`config.mk`:
```
export PLATFORM = sky130hd
export DESIGN_NAME = mecanum_wheel_mixer
export DESIGN_NICKNAME = d
export VERILOG_FILES = /design/src/design/mwm_pkg.sv /design/src/design/mwm_front.sv /design/src/design/mwm_fifo.sv /design/src/design/mwm_back.sv /design/src/design/mecanum_wheel_mixer.sv
export SDC_FILE = /design/constraint.sdc
export NUM_CORES = 2
export LEC_CHECK = 0
export ABC_AREA = 1
export BUFFER_PORTS_ARGS = -buffer_cell sky130_fd_sc_hd__clkbuf_2
export CORE_MARGIN = 5
export CORE_UTILIZATION = 40
export CTS_CLUSTER_SIZE = 12
export DETAILED_ROUTE_END_ITERATION = 8
export GPL_TIMING_DRIVEN = 1
export PLACE_DENSITY_LB_ADDON = 0.08
export SYNTH_ARGS = -nofsm -noshare
export SYNTH_HDL_FRONTEND = slang
export SYNTH_SLANG_ARGS = --single-unit
```
`constraint.sdc`:
```
create_clock -name clock -period 32.1 [get_ports clock]
set_clock_uncertainty 0.15 [all_clocks]
set_input_delay 6.42 -clock clock [delete_from_list [all_inputs] [get_ports clock]]
set_output_delay 6.42 -clock clock [all_outputs]
set_load 0.05 [all_outputs]
```
`src/design/mwm_pkg.sv`:
```
// Shared types and constants of the mecanum wheel mixer.
// Used by the front end, the item queue, the back end and the top level.
`default_nettype none

package mwm_pkg;

   localparam int VEL_W        = 11;
   localparam int VELZ_W       = 14;
   localparam int YAW_W        = 21;
   localparam int SPEED_W      = 10;
   localparam int LIMIT_W      = 12;
   localparam int GAIN_W       = 16;
   localparam int WHEEL_W      = 13;
   localparam int CSR_DATA_W   = 16;
   localparam int CSR_INDEX_W  = 1;

   // Internal widths.
   localparam int DIFF_W       = 12;   // vx +/- vy
   localparam int PROD_W       = 31;   // vel_z * gain, or yaw * cruise speed
   localparam int U_W          = 19;   // biased spin quotient by 2048
   localparam int QUOT_W       = 12;   // biased spin quotient by 256000
   localparam int OFF_W        = 15;   // yaw offset
   localparam int MIX_W        = 16;   // wheel sums before clamping

   localparam logic signed [VEL_W-1:0]  VEL_XY_MAX  = 11'sd1000;
   localparam logic signed [VELZ_W-1:0] VEL_Z_MAX   = 14'sd5000;
   localparam logic [SPEED_W-1:0]       SPEED_MAX   = 10'd1000;

   localparam logic [LIMIT_W-1:0] WHEEL_LIMIT_RESET = 12'd1000;
   localparam logic [GAIN_W-1:0]  SPIN_GAIN_RESET   = 16'd256;

   localparam logic [CSR_INDEX_W-1:0] CSR_WHEEL_LIMIT = 1'b0;
   localparam logic [CSR_INDEX_W-1:0] CSR_SPIN_GAIN   = 1'b1;

   localparam int DEFAULT_QUEUE_DEPTH = 4;

   // Floor division of the spin product by 256000 = 2048 * 125.
   localparam int                SPIN_SHIFT  = 11;
   localparam logic [U_W-1:0]    DIV_OFFSET  = 19'd160000;  // 125 * 1280
   localparam logic [19:0]       DIV_RECIP   = 20'd536871;  // ceil(2^26 / 125)
   localparam int                RECIP_SHIFT = 26;
   localparam logic [QUOT_W-1:0] QUOT_BIAS   = 12'd1280;
   localparam logic [7:0]        DIV_REM     = 8'd125;
   localparam int                YAW_SHIFT   = 16;

   typedef enum logic [1:0] {
      REQ_VELOCITY = 2'd0,
      REQ_YAW      = 2'd1,
      REQ_MOTION   = 2'd2
   } req_kind_type;

   typedef enum logic [1:0] {
      ACT_APPLY = 2'd0,
      ACT_BRAKE = 2'd1,
      ACT_FREE  = 2'd2,
      ACT_HOLD  = 2'd3
   } action_type;

   typedef enum logic [2:0] {
      MODE_STOP       = 3'd0,
      MODE_RUN        = 3'd1,
      MODE_BACK       = 3'd2,
      MODE_LEFT       = 3'd3,
      MODE_RIGHT      = 3'd4,
      MODE_SPIN_LEFT  = 3'd5,
      MODE_SPIN_RIGHT = 3'd6,
      MODE_BRAKE      = 3'd7
   } motion_mode_type;

   typedef enum logic [1:0] {
      OP_FIXED = 2'd0,   // result known at the front, wheels zero
      OP_DRIVE = 2'd1,   // mix velocities and store the setpoints
      OP_YAW   = 2'd2    // offset the stored setpoints
   } op_type;

   typedef struct packed {
      op_type                    op;
      action_type                action;
      logic                      yaw_on;
      logic signed [DIFF_W-1:0]  diff;   // vx - vy
      logic signed [DIFF_W-1:0]  sum;    // vx + vy
      logic signed [PROD_W-1:0]  prod;
   } entry_type;

endpackage

`default_nettype wire

```
`src/design/mwm_front.sv`:
```
// Front end of the mecanum wheel mixer: accepts items, classifies them,
// keeps cruise speed and yaw flag, and forms the one product. Uses mwm_pkg.
`default_nettype none

module mwm_front (
   input  wire                                         clock,
   input  wire                                         reset,
   input  wire                                         req_valid,
   output logic                                        req_ready,
   input  wire  [1:0]                                  req_type,
   input  wire  signed [mwm_pkg::VEL_W-1:0]            req_vel_x,
   input  wire  signed [mwm_pkg::VEL_W-1:0]            req_vel_y,
   input  wire  signed [mwm_pkg::VELZ_W-1:0]           req_vel_z,
   input  wire  signed [mwm_pkg::YAW_W-1:0]            req_yaw_correction,
   input  wire  [2:0]                                  req_motion_mode,
   input  wire  [mwm_pkg::SPEED_W-1:0]                 req_mode_speed,
   input  wire                                         req_adjust_request,
   input  wire  [mwm_pkg::GAIN_W-1:0]                  spin_gain,
   input  wire                                         queue_ready,
   output logic                                        queue_push,
   output mwm_pkg::entry_type                          queue_entry
);
   import mwm_pkg::*;

   logic [SPEED_W-1:0]             cruise_ff, cruise_in;
   logic                           yaw_flag_ff, yaw_flag_in;

   logic signed [VEL_W-1:0]        vx_sat, vy_sat, dvx, dvy;
   logic signed [VELZ_W-1:0]       vz_sat, dvz;
   logic [SPEED_W-1:0]             spd;
   logic [SPEED_W+2:0]             spd_x5;
   logic                           is_drive;
   op_type                         op;
   action_type                     action;
   logic signed [YAW_W-1:0]        mul_a;
   logic [GAIN_W-1:0]              mul_b;
   logic signed [YAW_W+GAIN_W:0]   prod_full;

   assign req_ready  = queue_ready;
   assign queue_push = req_valid && queue_ready;

   always_comb begin
      if (req_vel_x > VEL_XY_MAX) vx_sat = VEL_XY_MAX;
      else if (req_vel_x < -VEL_XY_MAX) vx_sat = -VEL_XY_MAX;
      else vx_sat = req_vel_x;
      if (req_vel_y > VEL_XY_MAX) vy_sat = VEL_XY_MAX;
      else if (req_vel_y < -VEL_XY_MAX) vy_sat = -VEL_XY_MAX;
      else vy_sat = req_vel_y;
      if (req_vel_z > VEL_Z_MAX) vz_sat = VEL_Z_MAX;
      else if (req_vel_z < -VEL_Z_MAX) vz_sat = -VEL_Z_MAX;
      else vz_sat = req_vel_z;
      spd    = (req_mode_speed > SPEED_MAX) ? SPEED_MAX : req_mode_speed;
      spd_x5 = {1'b0, spd, 2'b00} + {3'b000, spd};
   end

   always_comb begin
      op          = OP_FIXED;
      action      = ACT_HOLD;
      yaw_flag_in = yaw_flag_ff;
      cruise_in   = cruise_ff;
      is_drive    = 1'b0;
      dvx         = '0;
      dvy         = '0;
      dvz         = '0;
      case (req_type)
         REQ_VELOCITY: begin
            is_drive = 1'b1;
            dvx      = vx_sat;
            dvy      = vy_sat;
            dvz      = vz_sat;
         end
         REQ_YAW: begin
            op     = OP_YAW;
            action = ACT_APPLY;
         end
         REQ_MOTION: begin
            yaw_flag_in = req_adjust_request;
            cruise_in   = spd;
            case (req_motion_mode)
               MODE_STOP: begin
                  cruise_in = '0;
                  action    = (spd == '0) ? ACT_FREE : ACT_BRAKE;
               end
               MODE_RUN: begin
                  is_drive = 1'b1;
                  dvx      = $signed({1'b0, spd});
               end
               MODE_BACK: begin
                  is_drive = 1'b1;
                  dvx      = -$signed({1'b0, spd});
               end
               MODE_LEFT: begin
                  is_drive = 1'b1;
                  dvy      = $signed({1'b0, spd});
               end
               MODE_RIGHT: begin
                  is_drive = 1'b1;
                  dvy      = -$signed({1'b0, spd});
               end
               MODE_SPIN_LEFT: begin
                  is_drive    = 1'b1;
                  yaw_flag_in = 1'b0;
                  dvz         = $signed({1'b0, spd_x5});
               end
               MODE_SPIN_RIGHT: begin
                  is_drive    = 1'b1;
                  yaw_flag_in = 1'b0;
                  dvz         = -$signed({1'b0, spd_x5});
               end
               default: begin
                  action = ACT_BRAKE;
               end
            endcase
         end
         default: begin
            op     = OP_FIXED;
            action = ACT_HOLD;
         end
      endcase
      // A drive with no motion at all is a brake and leaves the setpoints alone.
      if (is_drive) begin
         if (dvx == '0 && dvy == '0 && dvz == '0) begin
            op     = OP_FIXED;
            action = ACT_BRAKE;
         end else begin
            op     = OP_DRIVE;
            action = ACT_APPLY;
         end
      end
   end

   // One multiplier serves both the spin term and the yaw offset.
   always_comb begin
      if (op == OP_YAW) begin
         mul_a = req_yaw_correction;
         mul_b = {{(GAIN_W-SPEED_W){1'b0}}, cruise_ff};
      end else begin
         mul_a = YAW_W'(dvz);
         mul_b = spin_gain;
      end
      prod_full = mul_a * $signed({1'b0, mul_b});
   end

   always_comb begin
      queue_entry.op     = op;
      queue_entry.action = action;
      queue_entry.yaw_on = yaw_flag_in;
      queue_entry.diff   = DIFF_W'(dvx) - DIFF_W'(dvy);
      queue_entry.sum    = DIFF_W'(dvx) + DIFF_W'(dvy);
      queue_entry.prod   = prod_full[PROD_W-1:0];
   end

   always_ff @(posedge clock) begin
      if (reset) begin
         cruise_ff   <= '0;
         yaw_flag_ff <= 1'b0;
      end else if (queue_push) begin
         cruise_ff   <= cruise_in;
         yaw_flag_ff <= yaw_flag_in;
      end
   end

endmodule

`default_nettype wire

```
`src/design/mwm_fifo.sv`:
```
// Short item queue between the front and back ends of the wheel mixer.
// Holds mwm_pkg::entry_type items; depth set by a parameter.
`default_nettype none

module mwm_fifo #(
   parameter int DEPTH = mwm_pkg::DEFAULT_QUEUE_DEPTH
) (
   input  wire                 clock,
   input  wire                 reset,
   input  wire                 push,
   input  mwm_pkg::entry_type  push_entry,
   output logic                push_ready,
   input  wire                 pop,
   output logic                head_valid,
   output mwm_pkg::entry_type  head_entry
);
   import mwm_pkg::*;

   localparam int PTR_W = $clog2(DEPTH);
   localparam int CNT_W = $clog2(DEPTH + 1);

   entry_type           mem_ff [DEPTH];
   logic [PTR_W-1:0]    wr_ptr_ff, wr_ptr_in;
   logic [PTR_W-1:0]    rd_ptr_ff, rd_ptr_in;
   logic [CNT_W-1:0]    count_ff, count_in;

   assign push_ready = !reset && (count_ff != CNT_W'(DEPTH));
   assign head_valid = (count_ff != '0);
   assign head_entry = mem_ff[rd_ptr_ff];

   always_comb begin
      wr_ptr_in = wr_ptr_ff;
      rd_ptr_in = rd_ptr_ff;
      if (push) begin
         wr_ptr_in = (wr_ptr_ff == PTR_W'(DEPTH - 1)) ? '0 : wr_ptr_ff + 1'b1;
      end
      if (pop) begin
         rd_ptr_in = (rd_ptr_ff == PTR_W'(DEPTH - 1)) ? '0 : rd_ptr_ff + 1'b1;
      end
      case ({push, pop})
         2'b10:   count_in = count_ff + 1'b1;
         2'b01:   count_in = count_ff - 1'b1;
         default: count_in = count_ff;
      endcase
   end

   always_ff @(posedge clock) begin
      if (push) begin
         mem_ff[wr_ptr_ff] <= push_entry;
      end
   end

   always_ff @(posedge clock) begin
      if (reset) begin
         wr_ptr_ff <= '0;
         rd_ptr_ff <= '0;
         count_ff  <= '0;
      end else begin
         wr_ptr_ff <= wr_ptr_in;
         rd_ptr_ff <= rd_ptr_in;
         count_ff  <= count_in;
      end
   end

   assert property (@(posedge clock) disable iff (reset) count_ff <= CNT_W'(DEPTH))
      else $error("queue count exceeds its depth");

   assert property (@(posedge clock) disable iff (reset) pop |-> count_ff != '0)
      else $error("queue popped while empty");

   assert property (@(posedge clock) disable iff (reset)
      (push && !pop) |=> (count_ff != '0) && (wr_ptr_ff != $past(wr_ptr_ff) || DEPTH == 1))
      else $error("queue transfer in did not advance the write side");

endmodule

`default_nettype wire

```
`src/design/mwm_back.sv`:
```
// Back end of the wheel mixer: divides the spin product, mixes and clamps
// the wheel setpoints and holds the result register. Uses mwm_pkg.
`default_nettype none

module mwm_back (
   input  wire                                   clock,
   input  wire                                   reset,
   input  wire                                   head_valid,
   input  mwm_pkg::entry_type                    head_entry,
   output logic                                  pop,
   input  wire  [mwm_pkg::LIMIT_W-1:0]           wheel_limit,
   output logic                                  rsp_valid,
   input  wire                                   rsp_ready,
   output logic [1:0]                            rsp_motor_action,
   output logic signed [mwm_pkg::WHEEL_W-1:0]    rsp_wheel_front_left,
   output logic signed [mwm_pkg::WHEEL_W-1:0]    rsp_wheel_rear_left,
   output logic signed [mwm_pkg::WHEEL_W-1:0]    rsp_wheel_front_right,
   output logic signed [mwm_pkg::WHEEL_W-1:0]    rsp_wheel_rear_right,
   output logic                                  rsp_yaw_adjust_on
);
   import mwm_pkg::*;

   function automatic logic signed [MIX_W-1:0] trunc_zero(
      input logic signed [MIX_W-1:0] t,
      input logic                    rem_nz
   );
      logic signed [MIX_W-1:0] r;
      r = t;
      // A negative floor quotient with a remainder rounds one up toward zero.
      if (t[MIX_W-1] && rem_nz) r = t + $signed(MIX_W'(1));
      return r;
   endfunction

   function automatic logic signed [WHEEL_W-1:0] clamp_wheel(
      input logic signed [MIX_W-1:0] v,
      input logic [LIMIT_W-1:0]      lim
   );
      logic signed [MIX_W-1:0] hi;
      logic signed [MIX_W-1:0] r;
      hi = $signed(MIX_W'(lim));
      if (v > hi) r = hi;
      else if (v < -hi) r = -hi;
      else r = v;
      return r[WHEEL_W-1:0];
   endfunction

   logic                      advance;

   // Stage 1: reciprocal multiply and yaw offset.
   logic                      s1_valid_ff;
   entry_type                 s1_entry_ff;
   logic [U_W-1:0]            s1_u_ff;
   logic [QUOT_W-1:0]         s1_quot_ff;
   logic                      s1_r0nz_ff;
   logic signed [OFF_W-1:0]   s1_off_ff;

   logic signed [PROD_W-1:0]  shifted;
   logic signed [PROD_W-1:0]  u_wide;
   logic [U_W-1:0]            u_in;
   logic [U_W+19:0]           recip_prod;
   logic signed [PROD_W-1:0]  yaw_bias;
   logic signed [PROD_W-1:0]  off_wide;

   // Stage 2: quotients and remainder flag.
   logic                      s2_valid_ff;
   entry_type                 s2_entry_ff;
   logic signed [QUOT_W-1:0]  s2_qp_ff, s2_qm_ff;
   logic                      s2_rnz_ff;
   logic signed [OFF_W-1:0]   s2_off_ff;

   logic signed [QUOT_W-1:0]  qp_in, qm_in;
   logic [U_W-1:0]            r1;
   logic                      rnz_in;

   // Stored setpoints and the result register.
   logic signed [WHEEL_W-1:0] sp_fl_ff, sp_rl_ff, sp_fr_ff, sp_rr_ff;
   logic signed [WHEEL_W-1:0] mix_fl, mix_rl, mix_fr, mix_rr;
   logic signed [WHEEL_W-1:0] yaw_fl, yaw_rl, yaw_fr, yaw_rr;
   logic signed [WHEEL_W-1:0] res_fl, res_rl, res_fr, res_rr;
   logic signed [MIX_W-1:0]   off_ext;

   logic                      out_valid_ff;
   logic [1:0]                out_action_ff;
   logic signed [WHEEL_W-1:0] out_fl_ff, out_rl_ff, out_fr_ff, out_rr_ff;
   logic                      out_yaw_ff;

   assign advance = !out_valid_ff || rsp_ready;
   assign pop     = advance && head_valid;

   always_comb begin
      shifted    = head_entry.prod >>> SPIN_SHIFT;
      u_wide     = shifted + $signed(PROD_W'(DIV_OFFSET));
      u_in       = u_wide[U_W-1:0];
      recip_prod = u_in * DIV_RECIP;
      yaw_bias   = head_entry.prod[PROD_W-1] ? $signed(PROD_W'((1 << YAW_SHIFT) - 1)) : '0;
      off_wide   = (head_entry.prod + yaw_bias) >>> YAW_SHIFT;
   end

   always_comb begin
      qp_in  = $signed(s1_quot_ff - QUOT_BIAS);
      r1     = s1_u_ff - U_W'(s1_quot_ff * DIV_REM);
      rnz_in = s1_r0nz_ff || (r1 != '0);
      qm_in  = rnz_in ? (-qp_in - $signed(QUOT_W'(1))) : -qp_in;
   end

   always_comb begin
      mix_fl  = clamp_wheel(trunc_zero(MIX_W'(s2_entry_ff.diff) + MIX_W'(s2_qm_ff), s2_rnz_ff),
                            wheel_limit);
      mix_rl  = clamp_wheel(trunc_zero(MIX_W'(s2_entry_ff.sum) + MIX_W'(s2_qm_ff), s2_rnz_ff),
                            wheel_limit);
      mix_fr  = clamp_wheel(trunc_zero(MIX_W'(s2_entry_ff.sum) + MIX_W'(s2_qp_ff), s2_rnz_ff),
                            wheel_limit);
      mix_rr  = clamp_wheel(trunc_zero(MIX_W'(s2_entry_ff.diff) + MIX_W'(s2_qp_ff), s2_rnz_ff),
                            wheel_limit);
      off_ext = MIX_W'(s2_off_ff);
      yaw_fl  = clamp_wheel(MIX_W'(sp_fl_ff) - off_ext, wheel_limit);
      yaw_rl  = clamp_wheel(MIX_W'(sp_rl_ff) - off_ext, wheel_limit);
      yaw_fr  = clamp_wheel(MIX_W'(sp_fr_ff) + off_ext, wheel_limit);
      yaw_rr  = clamp_wheel(MIX_W'(sp_rr_ff) + off_ext, wheel_limit);
      case (s2_entry_ff.op)
         OP_DRIVE: begin
            res_fl = mix_fl;
            res_rl = mix_rl;
            res_fr = mix_fr;
            res_rr = mix_rr;
         end
         OP_YAW: begin
            res_fl = yaw_fl;
            res_rl = yaw_rl;
            res_fr = yaw_fr;
            res_rr = yaw_rr;
         end
         default: begin
            res_fl = '0;
            res_rl = '0;
            res_fr = '0;
            res_rr = '0;
         end
      endcase
   end

   always_ff @(posedge clock) begin
      if (advance) begin
         s1_entry_ff   <= head_entry;
         s1_u_ff       <= u_in;
         s1_quot_ff    <= recip_prod[RECIP_SHIFT +: QUOT_W];
         s1_r0nz_ff    <= |head_entry.prod[SPIN_SHIFT-1:0];
         s1_off_ff     <= off_wide[OFF_W-1:0];
         s2_entry_ff   <= s1_entry_ff;
         s2_qp_ff      <= qp_in;
         s2_qm_ff      <= qm_in;
         s2_rnz_ff     <= rnz_in;
         s2_off_ff     <= s1_off_ff;
         out_action_ff <= s2_entry_ff.action;
         out_yaw_ff    <= s2_entry_ff.yaw_on;
         out_fl_ff     <= res_fl;
         out_rl_ff     <= res_rl;
         out_fr_ff     <= res_fr;
         out_rr_ff     <= res_rr;
      end
   end

   always_ff @(posedge clock) begin
      if (reset) begin
         s1_valid_ff  <= 1'b0;
         s2_valid_ff  <= 1'b0;
         out_valid_ff <= 1'b0;
         sp_fl_ff     <= '0;
         sp_rl_ff     <= '0;
         sp_fr_ff     <= '0;
         sp_rr_ff     <= '0;
      end else if (advance) begin
         s1_valid_ff  <= head_valid;
         s2_valid_ff  <= s1_valid_ff;
         out_valid_ff <= s2_valid_ff;
         if (s2_valid_ff && s2_entry_ff.op == OP_DRIVE) begin
            sp_fl_ff <= mix_fl;
            sp_rl_ff <= mix_rl;
            sp_fr_ff <= mix_fr;
            sp_rr_ff <= mix_rr;
         end
      end
   end

   assign rsp_valid             = out_valid_ff;
   assign rsp_motor_action      = out_action_ff;
   assign rsp_wheel_front_left  = out_fl_ff;
   assign rsp_wheel_rear_left   = out_rl_ff;
   assign rsp_wheel_front_right = out_fr_ff;
   assign rsp_wheel_rear_right  = out_rr_ff;
   assign rsp_yaw_adjust_on     = out_yaw_ff;

   assert property (@(posedge clock) disable iff (reset)
      (out_valid_ff && out_action_ff != ACT_APPLY) |->
         (out_fl_ff == '0 && out_rl_ff == '0 && out_fr_ff == '0 && out_rr_ff == '0))
      else $error("non-apply result carries wheel speeds");

   assert property (@(posedge clock) disable iff (reset)
      !(advance && s2_valid_ff && s2_entry_ff.op == OP_DRIVE) |=>
         ($stable(sp_fl_ff) && $stable(sp_rr_ff)))
      else $error("setpoints changed without a drive transfer");

endmodule

`default_nettype wire

```
`src/design/mecanum_wheel_mixer.sv`:
```
// Top level of the four-wheel mecanum mixer: configuration registers and the
// front end, item queue and back end. Depends on mwm_pkg and its submodules.
//
//   channel   handshake                  payload
//   req       req_valid / req_ready      type, velocities, yaw, mode, speed, adjust
//   rsp       rsp_valid / rsp_ready      motor action, four wheel setpoints, yaw flag
//   csr       csr_wr_en                  csr_index, csr_wdata
//
// One item per clock is sustained while rsp_ready holds; a result passes from its
// transfer in through the queue read, spin divide, and mix and clamp registers.
// The queue holds QUEUE_DEPTH items, so req_ready stays high while a result
// waits on rsp_ready until the queue fills. Reset clears the stored setpoints,
// cruise speed and yaw flag, loads the register defaults and empties the queue.
`default_nettype none

module mecanum_wheel_mixer #(
   parameter int QUEUE_DEPTH = mwm_pkg::DEFAULT_QUEUE_DEPTH
) (
   input  wire                                       clock,
   input  wire                                       reset,
   input  wire                                       csr_wr_en,
   input  wire  [mwm_pkg::CSR_INDEX_W-1:0]           csr_index,
   input  wire  [mwm_pkg::CSR_DATA_W-1:0]            csr_wdata,
   input  wire                                       req_valid,
   output logic                                      req_ready,
   input  wire  [1:0]                                req_type,
   input  wire  signed [mwm_pkg::VEL_W-1:0]          req_vel_x,
   input  wire  signed [mwm_pkg::VEL_W-1:0]          req_vel_y,
   input  wire  signed [mwm_pkg::VELZ_W-1:0]         req_vel_z,
   input  wire  signed [mwm_pkg::YAW_W-1:0]          req_yaw_correction,
   input  wire  [2:0]                                req_motion_mode,
   input  wire  [mwm_pkg::SPEED_W-1:0]               req_mode_speed,
   input  wire                                       req_adjust_request,
   output logic                                      rsp_valid,
   input  wire                                       rsp_ready,
   output logic [1:0]                                rsp_motor_action,
   output logic signed [mwm_pkg::WHEEL_W-1:0]        rsp_wheel_front_left,
   output logic signed [mwm_pkg::WHEEL_W-1:0]        rsp_wheel_rear_left,
   output logic signed [mwm_pkg::WHEEL_W-1:0]        rsp_wheel_front_right,
   output logic signed [mwm_pkg::WHEEL_W-1:0]        rsp_wheel_rear_right,
   output logic                                      rsp_yaw_adjust_on
);
   import mwm_pkg::*;

   logic [LIMIT_W-1:0]  wheel_limit_ff;
   logic [GAIN_W-1:0]   spin_gain_ff;

   logic                queue_push;
   logic                queue_ready;
   entry_type           queue_entry;
   logic                queue_pop;
   logic                head_valid;
   entry_type           head_entry;

   always_ff @(posedge clock) begin
      if (reset) begin
         wheel_limit_ff <= WHEEL_LIMIT_RESET;
         spin_gain_ff   <= SPIN_GAIN_RESET;
      end else if (csr_wr_en) begin
         case (csr_index)
            CSR_WHEEL_LIMIT: wheel_limit_ff <= csr_wdata[LIMIT_W-1:0];
            CSR_SPIN_GAIN:   spin_gain_ff   <= csr_wdata[GAIN_W-1:0];
            default: begin
               wheel_limit_ff <= wheel_limit_ff;
            end
         endcase
      end
   end

   mwm_front u_front (
      .clock              (clock),
      .reset              (reset),
      .req_valid          (req_valid),
      .req_ready          (req_ready),
      .req_type           (req_type),
      .req_vel_x          (req_vel_x),
      .req_vel_y          (req_vel_y),
      .req_vel_z          (req_vel_z),
      .req_yaw_correction (req_yaw_correction),
      .req_motion_mode    (req_motion_mode),
      .req_mode_speed     (req_mode_speed),
      .req_adjust_request (req_adjust_request),
      .spin_gain          (spin_gain_ff),
      .queue_ready        (queue_ready),
      .queue_push         (queue_push),
      .queue_entry        (queue_entry)
   );

   mwm_fifo #(
      .DEPTH (QUEUE_DEPTH)
   ) u_queue (
      .clock      (clock),
      .reset      (reset),
      .push       (queue_push),
      .push_entry (queue_entry),
      .push_ready (queue_ready),
      .pop        (queue_pop),
      .head_valid (head_valid),
      .head_entry (head_entry)
   );

   mwm_back u_back (
      .clock                 (clock),
      .reset                 (reset),
      .head_valid            (head_valid),
      .head_entry            (head_entry),
      .pop                   (queue_pop),
      .wheel_limit           (wheel_limit_ff),
      .rsp_valid             (rsp_valid),
      .rsp_ready             (rsp_ready),
      .rsp_motor_action      (rsp_motor_action),
      .rsp_wheel_front_left  (rsp_wheel_front_left),
      .rsp_wheel_rear_left   (rsp_wheel_rear_left),
      .rsp_wheel_front_right (rsp_wheel_front_right),
      .rsp_wheel_rear_right  (rsp_wheel_rear_right),
      .rsp_yaw_adjust_on     (rsp_yaw_adjust_on)
   );

endmodule

`default_nettype wire

```
# Word level (Yosys, flattened, before mapping)
# Memories as Yosys holds them, arrays and structs flattened. A register that Yosys moved wholly into a read port is not among the register bits.
# Cells that the tools add are included.
# W data, S select, Z words.
# word_totals
reg_bits,301
latch_bits,0
ram_bits,240
mem_bits_ro,0
inputBits,95
out_inout_bits,57
word_cells,201
memories,1
# classes
n_addsub,28
multipliers,3
div,0
magnitude_cmp,23
n_eq_ne,16
shift,0
muxes,61
bitwise,1
reduce_logical,30
# mem_list
name,words,word_bits,rd,rd_ports_with_merged_regs,write_ports,line,text
u_queue.mem_ff,4,60,1,1,1,mwm_fifo.sv:22,entry_type mem_ff [DEPTH];
# ops
cell,n
$mux W13,16
$gt A16 B13 Y1,8
$lt A16 B16 Y1,8
$pmux W13 S2,4
$mux W16,6
$pmux W11 S2,4
$add A16 B2 Y16 const B,4
$pmux W14 S2,2
$add A12 B12 Y13,4
$mux W11,4
$mul A19 B20 Y38 const B,1
$add A13 B15 Y16,2
$sub A13 B15 Y16,2
$add A31 B17 Y31,1
$mul A21 B17 Y31,1
$mux W14,2
$gt A11 B11 Y1 const B,2
$logic_not A11 Y1,2
$lt A11 B11 Y1 const B,2
$mux W21,1
$mux W10,2
$add A19 B19 Y19 const B,1
$mul A12 B7 Y19 const B,1
$reduce_bool A19 Y1,1
other kinds (42),81

# Longest topological paths before layout
# depth
word_depth,13
depth_mapped,55
depth_no_buf,54

# Hierarchy
# A second synthesis with hierarchy kept.
# hier_totals
cells_unflattened,7346
hier_area_um2,58523.6
# by_module_without_submodules
mod,instances,cells_per_inst,area_each_um2,seq_area_each_um2
mwm_back,1,4514,33565.9,7106.8
mwm_front,1,2055,14402.6,220.2
mwm_fifo,1,640,9525.4,7387.1
mecanum_wheel_mixer,1,137,1029.7,560.5

# Worst setup path before layout
# OpenSTA, ideal clock, no wires.
# synth_timing
kind,input to register
startpoint,in req_mode_speed[8] (netlist name)
endpoint,"mem u_queue.mem_ff[0][28] (netlist name), data pin"
t_arrival_ns,14.268
required_time_ns,31.770
slack_ns,17.502
path_stages,47
path_buffers,1
path_cell_list,buf_2 -> nand2_2 -> inv_2 -> nand2_1 -> nor2_4 -> nand2_4 -> inv_1 -> nor2_1 -> ha_1 -> a21oi_1 -> nand2_1 -> nand2_1 -> nand2_1 -> nand2_1 -> nand4_1 -> a31oi_1 -> inv_1 -> a21oi_1 -> [11 not listed] -> fa_1 -> inv_1 -> ha_1 -> nor2_1 -> a31oi_1 -> a21oi_1 -> o21ai_0 -> nand3_1 -> nand2_1 -> nand2_1 -> nand2_1 -> nand3_1 -> nand2_1 -> nand2_1 -> nand2_1 -> nand2_1 -> nand2_1 -> xor2_1
# synth_lines
element,line,text
from (decl),mecanum_wheel_mixer.sv:32,"input wire [mwm_pkg::SPEED_W-1:0] req_mode_speed,"
to (decl),mwm_fifo.sv:22,

==> metrics.txt <==
worst path required time=32.42 ns; CTS tree=yes; slowest stage delay, CP=0.53 ns; Worst Setup End Kind=flop; Post CTS Setup Buffer Count=0; Worst Path Buf+Inv=8; synth unique cells=67; global-route wire length before repair=267 mm; top cells by area, synth=edfxtp_1 24%, ha_1 16%, fa_1 15%, inv_1 8.5%, nand2_1 7.8%; CTS Buf Count=70; Hold Fails Final Rpt=0; Die X=382 um; Vias/cell=5.19; Synth Cell Area=55200 um2; Final ANT Viol Nets=0; worst skew pair latency=0.69 ns; first drt pass iteration count=5; vias in the first global route=44.1k; clk buf depth=3; Std-Cell Rows=136; CP Max Fanout=10; max-slew violations=0; DPL Wire Length=140 mm; status=complete, no violations; DR iter-0 viols=2946; drt wl/cell=20.5 um; CTS HTree Levels=3; IO Count=152; initial antenna violation count=5; hold_ws=0.254 ns; Routed WL=176 mm; hold_buf cts=0; Post-Syn Area per Cell=8.35 um2; Crit path top cell by count=nand2_1; Hold WC Path Type=reg -> reg; post-route clock period utilization=47.9%; max_slew headroom=20.1%; RSZ-0062 raised after global routing=no; post-synth top area share=23.6%; sequential share of the synthesized area=27.3%; Clock Sinks=537; crit path time final=15.39 ns; Antenna diodes=0; Post-Syn Instances=6613; Worst setup SP type=primary input; worst slew pin tran=1.20 ns; Arr. time, crit path=15.72 ns; Post-synth ARST share=0%; fmax=65.0 MHz; GRT overflow=0; port buffer count=151; largest net degree at the start of global routing=91; post-synth top area cell=edfxtp_1; Synth-to-Final Area Change=9.81%; GP Congestion=0.940; Post-synth EDFFs=434; Post-synth top flop=edfxtp_1; Worst Setup Path Type=in -> reg; Die Height=382 um; most frequent cells in the layout=1242 x inv_1, 1141 x nand2_1, 685 x ha_1, 519 x nor2_1, 437 x a21oi_1; final-report setup violation count=0; starting density of the core=40.2%; layout cell share with drive strength beyond 1=6.25%; Reg clk slew, reported paths=0.06 ns; MaxCap Viol Count=0; total negative slack=0 ns; GRT Util Overall=23.9%; via count=44.7k; cts repair resizes=0; DIE AREA=146000 um2; post-synth net total=7819; Core Region=137000 um2; Max stage delay cell, worst path=fa_1; most common cell after layout, fill and taps aside=inv_1; CTS root buf=clkbuf_16; Ys Warns=0; # nets final=7952; CP delay by family, top=adder cells; # DRC=0; Yosys reg bits=537
per-layer routing:
layer  wire [um]  global-route usage (%)
met2       84200                    41.0
met5           0                       0
met4        6450                    8.33
met3        7620                    2.53
met1       78100                    31.4
cells by family (layout without fill, tap and decap cells):
kind of cell / Yosys count / count (layout) / share of synthesized area (%)
simple gates: 2148 / 2148 / 16.3
fa+ha+maj: 1111 / 1111 / 30.9
flops: 537 / 537 / 27.3
compound gates: 1131 / 1131 / 11.6
buf+inv: 1439 / 1629 / 9.86
xor+xnor: 247 / 247 / 3.95
sequential cells by signal, summed over array words and instances (netlist names), 13 cells and up, named ones only:
register                      cells
u_queue.mem_ff                  236
u_back.s1_entry_ff               28
u_back.s2_entry_ff               28
u_back.s1_u_ff                   19
spin_gain_ff                     16
u_back.s1_off_ff                 15
u_back.s2_off_ff                 15
u_back.rsp_wheel_front_left      13
u_back.rsp_wheel_front_right     13
u_back.rsp_wheel_rear_left       13
u_back.rsp_wheel_rear_right      13
u_back.sp_fl_ff                  13
u_back.sp_fr_ff                  13
u_back.sp_rl_ff                  13
u_back.sp_rr_ff                  13
Yosys cell counts (4+ instances only):
master and count:
inv_1 1245, nand2_1 1141, ha_1 687, nor2_1 524, a21oi_1 437, edfxtp_1 434
fa_1 424, o21ai_0 385, nand3_1 257, xor2_1 179, clkbuf_1 141, dfxtp_1 103
nor3_1 74, xnor2_1 67, nand4_1 63, o22ai_1 51, o211ai_1 41, o21ai_1 31
o21bai_1 24, or2_2 22, a211oi_1 20, o221ai_1 20, o2111ai_1 18, clkinv_1 17
buf_1 15, a31oi_1 13, o21a_1 13, o31ai_1 12, a21o_1 11, a32oi_1 11
nand2_2 11, nor4_1 11, inv_2 9, o41ai_1 9, nand3b_1 8, a32o_1 6
nand3_2 6, buf_2 5, nor2_2 5, nor3_2 5, a2111oi_0 4, a21boi_0 4
nand2_4 4, or2_1 4
per-stage QoR:
| step | area, um2 | std cells | utilization (%) | worst slack [ns] |
|---|---|---|---|---|
| after floorplan | 55200 | 6613 | - | 17.50 |
| final | 60600 | 8597 | 44.2 | 16.71 |
| after detailed placement | 58200 | 8468 | 42.4 | 15.96 |
| after global placement | 58200 | 8468 | 42.4 | 16.02 |
| after global routing | 60600 | 8597 | 44.2 | 15.66 |
| after CTS | 60600 | 8597 | 44.2 | 16.70 |
cell type report:
type	count	area, um2
inverters	1273	4800
well taps	1794	2240
multi-input cells	4637	34700
clock buffers	84	1810
fillers	13805	76700
repair buffers	227	1330
flip-flops and latches	537	15100
clock inverters	45	613
worst paths after layout:
| kind | start | to | slack [ns] | cells past startpoint |
|---|---|---|---|---|
| hold reg to reg | u_back.s1_entry_ff[51] | u_back.s2_entry_ff[51] | 0.25 | 0 |
| setup / recovery | req_mode_speed[1] | u_queue.mem_ff[2][28] | 16.71 | 47 |
| setup reg to reg | flop | u_back.s1_quot_ff[11] | 22.89 | 30 |
| hold / removal | u_back.s1_entry_ff[51] | u_back.s2_entry_ff[51] | 0.25 | 0 |
Power is not shown: default switching activity piles up to over one toggle a cycle in this logic, so the estimate is an artifact.
